File: src/hdl/ptphc_pkg.sv
package ptphc_pkg;

  // Stream payload widths, packed and padded to whole bytes
  localparam int unsigned IN_TDATA_W  = 40;
  localparam int unsigned IN_TUSER_W  = 2;
  localparam int unsigned OUT_TDATA_W = 40;
  localparam int unsigned WORD_W      = 32;
  localparam int unsigned REG_IDX_W   = 4;
  localparam int unsigned STEP_W      = 4;
  localparam int unsigned CFG_IDX_W   = 2;

  // Transaction kinds carried in tuser
  localparam logic [1:0] MODE_TICK  = 2'd0;
  localparam logic [1:0] MODE_WRITE = 2'd1;
  localparam logic [1:0] MODE_READ  = 2'd2;

  // Word register map
  localparam logic [3:0] REG_TIME_LOW   = 4'd0;
  localparam logic [3:0] REG_TIME_MED   = 4'd1;
  localparam logic [3:0] REG_TIME_HIGH  = 4'd2;
  localparam logic [3:0] REG_DRIFT_PER  = 4'd3;
  localparam logic [3:0] REG_DRIFT_ACT  = 4'd4;
  localparam logic [3:0] REG_OFS_LOW    = 4'd5;
  localparam logic [3:0] REG_OFS_HIGH   = 4'd6;
  localparam logic [3:0] REG_OFS_DIR    = 4'd7;
  localparam logic [3:0] REG_PPS_EN     = 4'd8;

  // Drift actions
  localparam logic [1:0] DRIFT_OFF  = 2'd0;
  localparam logic [1:0] DRIFT_FAST = 2'd1;
  localparam logic [1:0] DRIFT_SLOW = 2'd2;

  // Configuration register indexes
  localparam logic [CFG_IDX_W-1:0] CFG_TICKS_PER_SEC = 2'd0;
  localparam logic [CFG_IDX_W-1:0] CFG_TICK_STEP     = 2'd1;

  // Reset values of the configuration registers
  localparam logic [WORD_W-1:0] TPS_RESET  = 32'd125000000;
  localparam logic [STEP_W-1:0] STEP_RESET = 4'd2;

  // Status of the shared remainder unit
  typedef struct packed {
    logic busy;
    logic done;
  } rem_stat_t;

endpackage

File: src/hdl/ptp_hardware_clock_unit.sv
// Channel   | Dir | Handshake                      | Payload
// s_axis    | in  | s_axis_tvalid / s_axis_tready  | tuser: mode; tdata: reg_index, write_data
// m_axis    | out | m_axis_tvalid / m_axis_tready  | tdata: read_data, pps_pulse
// cfg       | in  | cfg_valid_i / cfg_ready_o      | cfg_index_i, cfg_data_i
//
// Every transaction yields one result, registered in the cycle after acceptance.
// Ticks, reads and plain writes leave the sequencer idle. Setting the time, applying the
// offset, or a tick whose remainder folds more than once past a second runs
// the shared bit-serial remainder unit over all COUNTER_WIDTH dividend bits,
// then flags done and commits the result, unless ticks per second is zero;
// s_axis_tready is low meanwhile.
// Input is taken while a result waits, as long as m_axis drains in the same cycle.
// Reset is asynchronous, active low; the config port is always ready.
module ptp_hardware_clock_unit #(
  parameter int unsigned COUNTER_WIDTH = 64
) (
  input  logic                                clk_i,
  input  logic                                rst_ni,
  // tuser: mode[1:0]
  input  logic                                s_axis_tvalid,
  output logic                                s_axis_tready,
  // tdata: reg_index[3:0], write_data[35:4], zero[39:36]
  input  logic [ptphc_pkg::IN_TDATA_W-1:0]    s_axis_tdata,
  input  logic [ptphc_pkg::IN_TUSER_W-1:0]    s_axis_tuser,
  output logic                                m_axis_tvalid,
  input  logic                                m_axis_tready,
  // tdata: read_data[31:0], pps_pulse[32], zero[39:33]
  output logic [ptphc_pkg::OUT_TDATA_W-1:0]   m_axis_tdata,
  input  logic                                cfg_valid_i,
  output logic                                cfg_ready_o,
  input  logic [ptphc_pkg::CFG_IDX_W-1:0]     cfg_index_i,
  input  logic [ptphc_pkg::WORD_W-1:0]        cfg_data_i
);
  import ptphc_pkg::*;

  localparam logic ST_IDLE = 1'b0;
  localparam logic ST_REM  = 1'b1;

  logic                     state_q, state_d;
  logic [WORD_W-1:0]        tps_q;
  logic [STEP_W-1:0]        tick_step_q;
  logic [COUNTER_WIDTH-1:0] tick_cnt_q, tick_cnt_d;
  logic [COUNTER_WIDTH-1:0] latch_q, latch_d;
  logic [63:0]              set_q, set_d;
  logic [63:0]              ofs_q, ofs_d;
  logic [31:0]              drift_per_q, drift_per_d;
  logic [1:0]               drift_mode_q, drift_mode_d;
  logic [31:0]              drift_cnt_q, drift_cnt_d;
  logic [31:0]              rest_q, rest_d;
  logic                     pps_en_q, pps_en_d;
  logic                     out_valid_q, out_valid_d;
  logic [OUT_TDATA_W-1:0]   out_data_q, out_data_d;

  logic                     accept;
  logic [1:0]               in_mode;
  logic [REG_IDX_W-1:0]     in_idx;
  logic [WORD_W-1:0]        in_wdata;
  logic                     cfg_accept;

  logic                     drift_on;
  logic [31:0]              dc_next;
  logic                     drift_hit;
  logic [STEP_W:0]          step_eff;
  logic                     go_back;
  logic [COUNTER_WIDTH-1:0] tick_plus;
  logic [COUNTER_WIDTH-1:0] tick_minus1;
  logic [COUNTER_WIDTH-1:0] tick_ofs;
  logic [32:0]              sum;
  logic [32:0]              fold;
  logic                     over;
  logic                     fold_ok;
  logic [31:0]              back_rest;
  logic [63:0]              latch_ext;
  logic                     tps_zero;

  logic                     rem_start;
  logic [COUNTER_WIDTH-1:0] rem_dvd;
  rem_stat_t                rem_stat;
  logic [31:0]              rem_result;
  logic                     pulse;
  logic [31:0]              rd;

  assign accept     = s_axis_tvalid && s_axis_tready;
  assign in_mode    = s_axis_tuser;
  assign in_idx     = s_axis_tdata[REG_IDX_W-1:0];
  assign in_wdata   = s_axis_tdata[REG_IDX_W+WORD_W-1:REG_IDX_W];
  assign cfg_ready_o = 1'b1;
  assign cfg_accept = cfg_valid_i && cfg_ready_o;

  assign s_axis_tready = (state_q == ST_IDLE) && (!out_valid_q || m_axis_tready);

  // Drift decision for this tick
  assign drift_on  = (drift_mode_q == DRIFT_FAST) || (drift_mode_q == DRIFT_SLOW);
  assign dc_next   = drift_cnt_q + 32'd1;
  assign drift_hit = drift_on && (dc_next >= drift_per_q);
  assign go_back   = drift_hit && (drift_mode_q == DRIFT_SLOW) && (tick_step_q == '0);

  always_comb begin
    step_eff = {1'b0, tick_step_q};
    if (drift_hit && (drift_mode_q == DRIFT_FAST)) begin
      step_eff = step_eff + (STEP_W+1)'(1);
    end else if (drift_hit && (drift_mode_q == DRIFT_SLOW) && (tick_step_q != '0)) begin
      step_eff = step_eff - (STEP_W+1)'(1);
    end
  end

  // Counter candidates
  assign tick_plus   = tick_cnt_q + COUNTER_WIDTH'(step_eff);
  assign tick_minus1 = tick_cnt_q - COUNTER_WIDTH'(1);
  assign tick_ofs    = in_wdata[0] ? tick_cnt_q + ofs_q[COUNTER_WIDTH-1:0]
                                   : tick_cnt_q - ofs_q[COUNTER_WIDTH-1:0];

  // Remainder candidates; one subtraction covers the usual boundary crossing
  assign tps_zero  = (tps_q == '0);
  assign sum       = {1'b0, rest_q} + 33'(step_eff);
  assign over      = sum >= {1'b0, tps_q};
  assign fold      = sum - {1'b0, tps_q};
  assign fold_ok   = fold < {1'b0, tps_q};
  assign back_rest = ((rest_q == '0) || (rest_q >= tps_q)) ? tps_q - 32'd1
                                                           : rest_q - 32'd1;
  assign latch_ext = 64'(latch_q);

  always_comb begin
    state_d      = state_q;
    tick_cnt_d   = tick_cnt_q;
    latch_d      = latch_q;
    set_d        = set_q;
    ofs_d        = ofs_q;
    drift_per_d  = drift_per_q;
    drift_mode_d = drift_mode_q;
    drift_cnt_d  = drift_cnt_q;
    rest_d       = rest_q;
    pps_en_d     = pps_en_q;
    rem_start    = 1'b0;
    rem_dvd      = tick_cnt_q;
    pulse        = 1'b0;
    rd           = '0;

    // Take the recomputed remainder
    if (rem_stat.done) begin
      rest_d  = rem_result;
      state_d = ST_IDLE;
    end

    if (accept) begin
      case (in_mode)
        MODE_TICK: begin
          if (drift_on) begin
            drift_cnt_d = drift_hit ? 32'd0 : dc_next;
          end
          if (go_back) begin
            tick_cnt_d = tick_minus1;
            rest_d     = tps_zero ? 32'd0 : back_rest;
          end else begin
            tick_cnt_d = tick_plus;
            if (tps_zero) begin
              rest_d = '0;
            end else if (over) begin
              pulse = pps_en_q;
              if (fold_ok) begin
                rest_d = fold[31:0];
              end else begin
                rem_start = 1'b1;
                rem_dvd   = COUNTER_WIDTH'(sum);
              end
            end else begin
              rest_d = sum[31:0];
            end
          end
        end
        MODE_WRITE: begin
          case (in_idx)
            REG_TIME_LOW:  set_d[31:0]  = in_wdata;
            REG_TIME_MED:  set_d[63:32] = in_wdata;
            REG_TIME_HIGH: begin
              tick_cnt_d = set_q[COUNTER_WIDTH-1:0];
              rem_dvd    = set_q[COUNTER_WIDTH-1:0];
              rem_start  = !tps_zero;
              if (tps_zero) begin
                rest_d = '0;
              end
            end
            REG_DRIFT_PER: begin
              drift_per_d = in_wdata;
              drift_cnt_d = '0;
            end
            REG_DRIFT_ACT: begin
              drift_mode_d = in_wdata[1:0];
              drift_cnt_d  = '0;
            end
            REG_OFS_LOW:   ofs_d[31:0]  = in_wdata;
            REG_OFS_HIGH:  ofs_d[63:32] = in_wdata;
            REG_OFS_DIR: begin
              tick_cnt_d = tick_ofs;
              rem_dvd    = tick_ofs;
              rem_start  = !tps_zero;
              if (tps_zero) begin
                rest_d = '0;
              end
            end
            REG_PPS_EN:    pps_en_d = in_wdata[0];
            default: ;
          endcase
        end
        MODE_READ: begin
          case (in_idx)
            REG_TIME_LOW: begin
              latch_d = tick_cnt_q;
              rd      = tick_cnt_q[31:0];
            end
            REG_TIME_MED: rd = latch_ext[63:32];
            default:      rd = '0;
          endcase
        end
        default: ;
      endcase
      if (rem_start) begin
        state_d = ST_REM;
      end
    end
  end

  // Output register: load on acceptance, drop when taken
  always_comb begin
    out_valid_d = out_valid_q;
    out_data_d  = out_data_q;
    if (accept) begin
      out_valid_d = 1'b1;
      out_data_d  = OUT_TDATA_W'({pulse, rd});
    end else if (m_axis_tready) begin
      out_valid_d = 1'b0;
    end
  end

  ptphc_rem #(
    .DvdWidth (COUNTER_WIDTH)
  ) u_rem (
    .clk_i      (clk_i),
    .rst_ni     (rst_ni),
    .start_i    (rem_start),
    .dividend_i (rem_dvd),
    .divisor_i  (tps_q),
    .stat_o     (rem_stat),
    .rem_o      (rem_result)
  );

  // Configuration registers
  always_ff @(posedge clk_i or negedge rst_ni) begin
    if (!rst_ni) begin
      tps_q       <= TPS_RESET;
      tick_step_q <= STEP_RESET;
    end else if (cfg_accept) begin
      case (cfg_index_i)
        CFG_TICKS_PER_SEC: tps_q       <= cfg_data_i;
        CFG_TICK_STEP:     tick_step_q <= cfg_data_i[STEP_W-1:0];
        default: ;
      endcase
    end
  end

  // Clock state and control
  always_ff @(posedge clk_i or negedge rst_ni) begin
    if (!rst_ni) begin
      state_q      <= ST_IDLE;
      tick_cnt_q   <= '0;
      latch_q      <= '0;
      set_q        <= '0;
      ofs_q        <= '0;
      drift_per_q  <= '0;
      drift_mode_q <= DRIFT_OFF;
      drift_cnt_q  <= '0;
      rest_q       <= '0;
      pps_en_q     <= 1'b0;
      out_valid_q  <= 1'b0;
    end else begin
      state_q      <= state_d;
      tick_cnt_q   <= tick_cnt_d;
      latch_q      <= latch_d;
      set_q        <= set_d;
      ofs_q        <= ofs_d;
      drift_per_q  <= drift_per_d;
      drift_mode_q <= drift_mode_d;
      drift_cnt_q  <= drift_cnt_d;
      rest_q       <= rest_d;
      pps_en_q     <= pps_en_d;
      out_valid_q  <= out_valid_d;
    end
  end

  // Result payload
  always_ff @(posedge clk_i) begin
    out_data_q <= out_data_d;
  end

  assign m_axis_tvalid = out_valid_q;
  assign m_axis_tdata  = out_data_q;

  // No input while the remainder is being recomputed
  assert property (@(posedge clk_i) disable iff (!rst_ni)
    (state_q == ST_REM) |-> !s_axis_tready)
    else $error("input accepted during remainder recompute");

  // The sequencer and the remainder unit agree on who is busy
  assert property (@(posedge clk_i) disable iff (!rst_ni)
    (rem_stat.busy || rem_stat.done) |-> (state_q == ST_REM))
    else $error("remainder unit active outside recompute state");

  // Every accepted transaction leaves a result in the output register
  assert property (@(posedge clk_i) disable iff (!rst_ni)
    accept |=> out_valid_q)
    else $error("accepted transaction produced no result");

endmodule

File: src/hdl/ptphc_rem.sv
module ptphc_rem #(
  parameter int unsigned DvdWidth = 64
) (
  input  logic                  clk_i,
  input  logic                  rst_ni,
  input  logic                  start_i,
  input  logic [DvdWidth-1:0]   dividend_i,
  input  logic [31:0]           divisor_i,
  output ptphc_pkg::rem_stat_t  stat_o,
  output logic [31:0]           rem_o
);
  import ptphc_pkg::*;

  localparam int unsigned CntW = $clog2(DvdWidth + 1);

  logic [DvdWidth-1:0] dvd_q, dvd_d;
  logic [31:0]         dsr_q, dsr_d;
  logic [31:0]         rem_q, rem_d;
  logic [CntW-1:0]     cnt_q, cnt_d;
  logic                busy_q, busy_d;
  logic                done_q, done_d;

  logic [32:0]         shifted;
  logic [32:0]         diff;
  logic                geq;

  // One restoring step: shift in the next dividend bit, subtract if it fits
  assign shifted = {rem_q, dvd_q[DvdWidth-1]};
  assign diff    = shifted - {1'b0, dsr_q};
  assign geq     = shifted >= {1'b0, dsr_q};

  always_comb begin
    dvd_d  = dvd_q;
    dsr_d  = dsr_q;
    rem_d  = rem_q;
    cnt_d  = cnt_q;
    busy_d = busy_q;
    done_d = 1'b0;
    if (start_i) begin
      dvd_d  = dividend_i;
      dsr_d  = divisor_i;
      rem_d  = '0;
      cnt_d  = CntW'(DvdWidth);
      busy_d = 1'b1;
    end else if (busy_q) begin
      dvd_d = {dvd_q[DvdWidth-2:0], 1'b0};
      rem_d = geq ? diff[31:0] : shifted[31:0];
      cnt_d = cnt_q - CntW'(1);
      if (cnt_q == CntW'(1)) begin
        busy_d = 1'b0;
        done_d = 1'b1;
      end
    end
  end

  // Control state
  always_ff @(posedge clk_i or negedge rst_ni) begin
    if (!rst_ni) begin
      busy_q <= 1'b0;
      done_q <= 1'b0;
      cnt_q  <= '0;
    end else begin
      busy_q <= busy_d;
      done_q <= done_d;
      cnt_q  <= cnt_d;
    end
  end

  // Datapath
  always_ff @(posedge clk_i) begin
    dvd_q <= dvd_d;
    dsr_q <= dsr_d;
    rem_q <= rem_d;
  end

  assign stat_o.busy = busy_q;
  assign stat_o.done = done_q;
  assign rem_o       = rem_q;

  // A new request never lands on a running one
  assert property (@(posedge clk_i) disable iff (!rst_ni) start_i |-> !busy_q)
    else $error("remainder unit restarted while busy");

  // A run always ends with a partial remainder below the divisor
  assert property (@(posedge clk_i) disable iff (!rst_ni)
    done_q |-> (rem_q < dsr_q))
    else $error("remainder not below divisor");

endmodule
File: config.mk
export PLATFORM = sky130hd
export DESIGN_NAME = ptp_hardware_clock_unit
export DESIGN_NICKNAME = d
export VERILOG_FILES = /design/src/hdl/ptphc_pkg.sv /design/src/hdl/ptp_hardware_clock_unit.sv /design/src/hdl/ptphc_rem.sv
export SDC_FILE = /design/constraint.sdc
export NUM_CORES = 2
export LEC_CHECK = 0
export BUFFER_PORTS_ARGS = -buffer_cell sky130_fd_sc_hd__buf_2
export CORE_MARGIN = 2
export CORE_UTILIZATION = 60
export CTS_BUF_LIST = sky130_fd_sc_hd__clkbuf_16
export DETAILED_ROUTE_END_ITERATION = 10
export GPL_TIMING_DRIVEN = 0
export PLACE_DENSITY = 0.74
export RECOVER_POWER = 50
export REMOVE_ABC_BUFFERS = 1
export SKIP_CTS_REPAIR_TIMING = 1
export SLEW_MARGIN = 30
export SYNTH_ARGS = -nofsm -noshare
export SYNTH_HDL_FRONTEND = slang
export SYNTH_SLANG_ARGS = --single-unit
File: constraint.sdc
create_clock -name clk_i -period 13.5 [get_ports clk_i]
set_input_delay 2.7 -clock clk_i [delete_from_list [all_inputs] [get_ports clk_i]]
set_output_delay 2.7 -clock clk_i [all_outputs]
set_load 0.01 [all_outputs]
==> flow_metrics.py <==
metrics = {
    "yosys": {
        "synth-edff-count": 129,
        "synth_top_family_by_area": "compound AO/OA/AOI/OAI gates",
        "synth_warnings": 0,
        "syn-cell-area_sq_um": 40500,
        "synth_mux_area_frac": 0.0802,
        "synthArstFlopShare": 0.697,
        "synth_cells": 4622,
        "synth_adder_area_share": 0.0960,
        "seq_area_frac_synth": 0.340,
        "ys_types": 101,
        "synth_top_flop_cell": "dfrtp_1",
        "synth_xor_area_frac": 0.0739,
        "synth-simple-area-share": 0.152,
        "synth_area_per_cell_sq_um": 8.77,
        "synth-seq-cells": 531,
        "synth_compound_area_frac": 0.214,
    },
    "setup_path": {
        "cp.arrival_ns": 13.41,
        "timing.rr.start": "drift_cnt_q[2]",
        "cp_max_fo": 50,
        "r2r_slack_ns": 0.48,
        "cp.required_ns": 13.88,
        "critPathMostFrequentCell": "and3_1",
        "worst-path-stages": 53,
        "endpoint_kind": "register",
        "cpMaxStageDelayCell": "nor4_4",
        "ff2ff_path_depth": 53,
        "rr_endpoint": "u_rem.dvd_q[29]",
        "critPathBufInv": 6,
        "crit_family": "simple AND/OR/NAND/NOR gates",
        "crit_type": "register to register",
        "worstSetupStartpointType": "register",
        "slowest_delay_ns": 0.45,
    },
    "grt": {
        "first_global_vias": 35212,
        "grt_pass1_wl_um": 200000,
        "antenna_found_initial": 3,
        "grt.overflow.total": 0,
        "grt_use_total": 0.367,
        "grt_max_degree": 100,
    },
    "final_layout": {
        "multi_input_area_sq_um": 25300,
        "final.fill_count": 5593,
        "layout-drive-gt1-share": 0.119,
        "final_common_cell": "nor2_1",
        "area_growth_pct": 9.67,
        "seq_area_sq_um": 13800,
        "final_net_count": 5018,
        "final_cell_mix": "427 x nor2_1, 411 x a21oi_1, 408 x nand2_1",
    },
    "clock_network": {
        "clock_path_buffers": 3,
        "clock_latency_ns": 0.65,
        "numCtsBuffers": 60,
        "h-tree-depth": 2,
        "cts_tree": "built",
        "clock_sinks": 531,
        "clkSlewWorstSetupHoldPaths_ns": 0.06,
        "clock-root-buffer": "clkbuf_16",
    },
    "routing": {
        "first_pass_iters": 6,
        "dr_total_vias": 36078,
        "viasPerCell": 6.49,
        "dr.first_iter.drc_count": 3158,
        "wl_per_cell_um": 23.6,
        "drc": 0,
        "final_antenna_net_count": 0,
        "drt_wl_total_um": 131000,
    },
    "timing": {
        "max_freq_mhz": 76.8,
        "worst_slew_pin_slew_ns": 4.72,
        "hold_ws_ns": 0.476,
        "drv_slew": 410,
        "finalHoldViolCount": 0,
        "min_period_ns": 13.02,
        "fin_worst_skew_ns": 0.0261,
        "slew_headroom": -2.14,
        "setup_violations": 0,
        "timing.final.crit_share": 0.965,
        "timing.final.ws_setup_ns": 0.477,
    },
    "die": {
        "initial_utilization": 0.605,
        "die_x_um": 264,
        "rows": 95,
        "die_y_um": 264,
        "top_level_ports": 124,
        "dieArea_sq_um": 69700,
        "core_sq_um": 67000,
    },
    "worst_hold_path": {
        "min_path_type": "register to register",
        "hp-start": "tps_q[7]",
        "hold_depth": 0,
        "holdPathEnd": "u_rem.dsr_q[7]",
    },
    "power_and_ir_drop": {
        "seq_power_share": 0.284,
        "switching_share": 0.455,
        "pwr-share-comb": 0.538,
        "intPower_uw": 5210,
        "p_sw_uw": 4340,
        "power_frac_clock": 0.178,
        "powerDensity_nw_per_um2": 215,
        "power_uw": 9550,
        "vdd_ir_drop_max_v": 0.000116,
        "leakage_uw": 0.0200,
    },
    "placement": {
        "pre_cts_slack_ns": -0.985,
        "gp_congestion": 0.971,
        "dpl.hpwl_um": 99500,
        "numPortBuffers": 111,
    },
    "flow_run": {
        "maxCapViolations": 8,
    },
    "outcome": {
        "violations": "capacitance limit, slew limit",
        "status": "finished with violations",
    },
}
-- metrics by stage --
| stage | TNS, ns | utilization | instance area [sq um] | std cells |
|---|---|---|---|---|
| 3_3_place_gp | -1577.29 | 0.614 | 41200 | 5366 |
| 6_report | 0 | 0.663 | 44500 | 5559 |
| 3_5_place_dp | -105.94 | 0.633 | 42400 | 5431 |
| 4_1_cts | -117.69 | 0.663 | 44400 | 5545 |
| 5_1_grt | -0.109 | 0.663 | 44500 | 5557 |
| 2_1_floorplan | -28.43 | - | 39500 | 4382 |
-- power groups by stage --
stage          sequential (uW)  combinational (uW)  clock (uW)
2_1_floorplan             2470                3770           0
3_3_place_gp              2700                4830           0
3_5_place_dp              2710                4980           0
4_1_cts                   2680                5020        1710
5_1_grt                   2750                5650        1770
6_report                  2710                5130        1700
-- worst max-delay path by stage --
stage | slack [ns] | start | to
final | 0.48 | drift_cnt_q[2] | u_rem.dvd_q[29]
after global routing | -0.03 | drift_cnt_q[2] | u_rem.dvd_q[30]
after CTS | -1.06 | drift_cnt_q[0] | u_rem.dvd_q[15]
after detailed placement | -0.98 | drift_cnt_q[0] | u_rem.dvd_q[19]
after global placement | -8.74 | s_axis_tdata[0] | u_rem.dvd_q[30]
after floorplan | -0.50 | drift_cnt_q[0] | u_rem.dvd_q[44]
-- metal layers --
metal	wire length (um)	part of all wire	vias to the layer above	GRT usage
li1	-	-	16870	-
met1	51300	0.39	17394	0.450
met2	62400	0.47	1471	0.622
met3	9430	0.072	343	0.0586
met4	8220	0.063	0	0.199
met5	0	0	-	0
-- state kept, by name, indices dropped and copies added, names as in the netlist, 2 cells and up --
signal	count
ofs_q	64
set_q	64
tick_cnt_q	64
u_rem.dvd_q	64
m_axis_tdata	33
drift_cnt_q	32
drift_per_q	32
latch_ext	32
rest_q	32
tps_q	32
u_rem.dsr_q	32
u_rem.rem_o	32
u_rem.cnt_q	7
tick_step_q	4
drift_mode_q	2
-- synthesized netlist by cell type (21+ instances only) --
master	instances	area, sq um
dfxtp_1	32	641
nand4_1	70	438
dfrtp_1	356	8910
a221oi_1	31	272
o21bai_1	29	218
xnor2_1	178	1560
o21ai_0	341	1710
mux2i_1	75	751
nor2_1	437	1640
a21o_1	132	991
buf_1	27	101
nor3_1	84	420
o211ai_1	31	233
edfxtp_1	129	3870
mux2_2	222	2500
nand2b_1	33	206
buf_2	24	120
xor2_1	162	1420
and3_1	36	225
a32o_1	25	250
a22oi_1	73	548
a211oi_1	45	338
o21a_1	30	225
nand2_1	412	1550
nor2b_1	27	169
inv_1	198	743
nor4_1	30	188
nand3_1	78	390
ha_1	303	3790
a31oi_1	50	313
a21oi_1	413	2070
o22a_1	21	184
clkbuf_1	176	661
-- kinds of logic after synthesis --
logic type	Yosys count
AOI/OAI and AO/OA	1373
xor gates and xnor gates	341
and+or+nand+nor	1325
buffers and inverters	445
muxes	297
adders and majority gates	308
other	2
DFF	531
-- area by class of cell --
type / count / share of cell area
clock buffer: 64 / 0.0360
tap: 873 / 0.0246
clock inverter: 50 / 0.00965
sequential: 531 / 0.310
inverter: 199 / 0.0170
timing repair buffer: 183 / 0.0326
antenna: 5 / 0.000281
multi-input combinational: 3654 / 0.570
No activity file was read; power rests on OpenSTA's default activity.
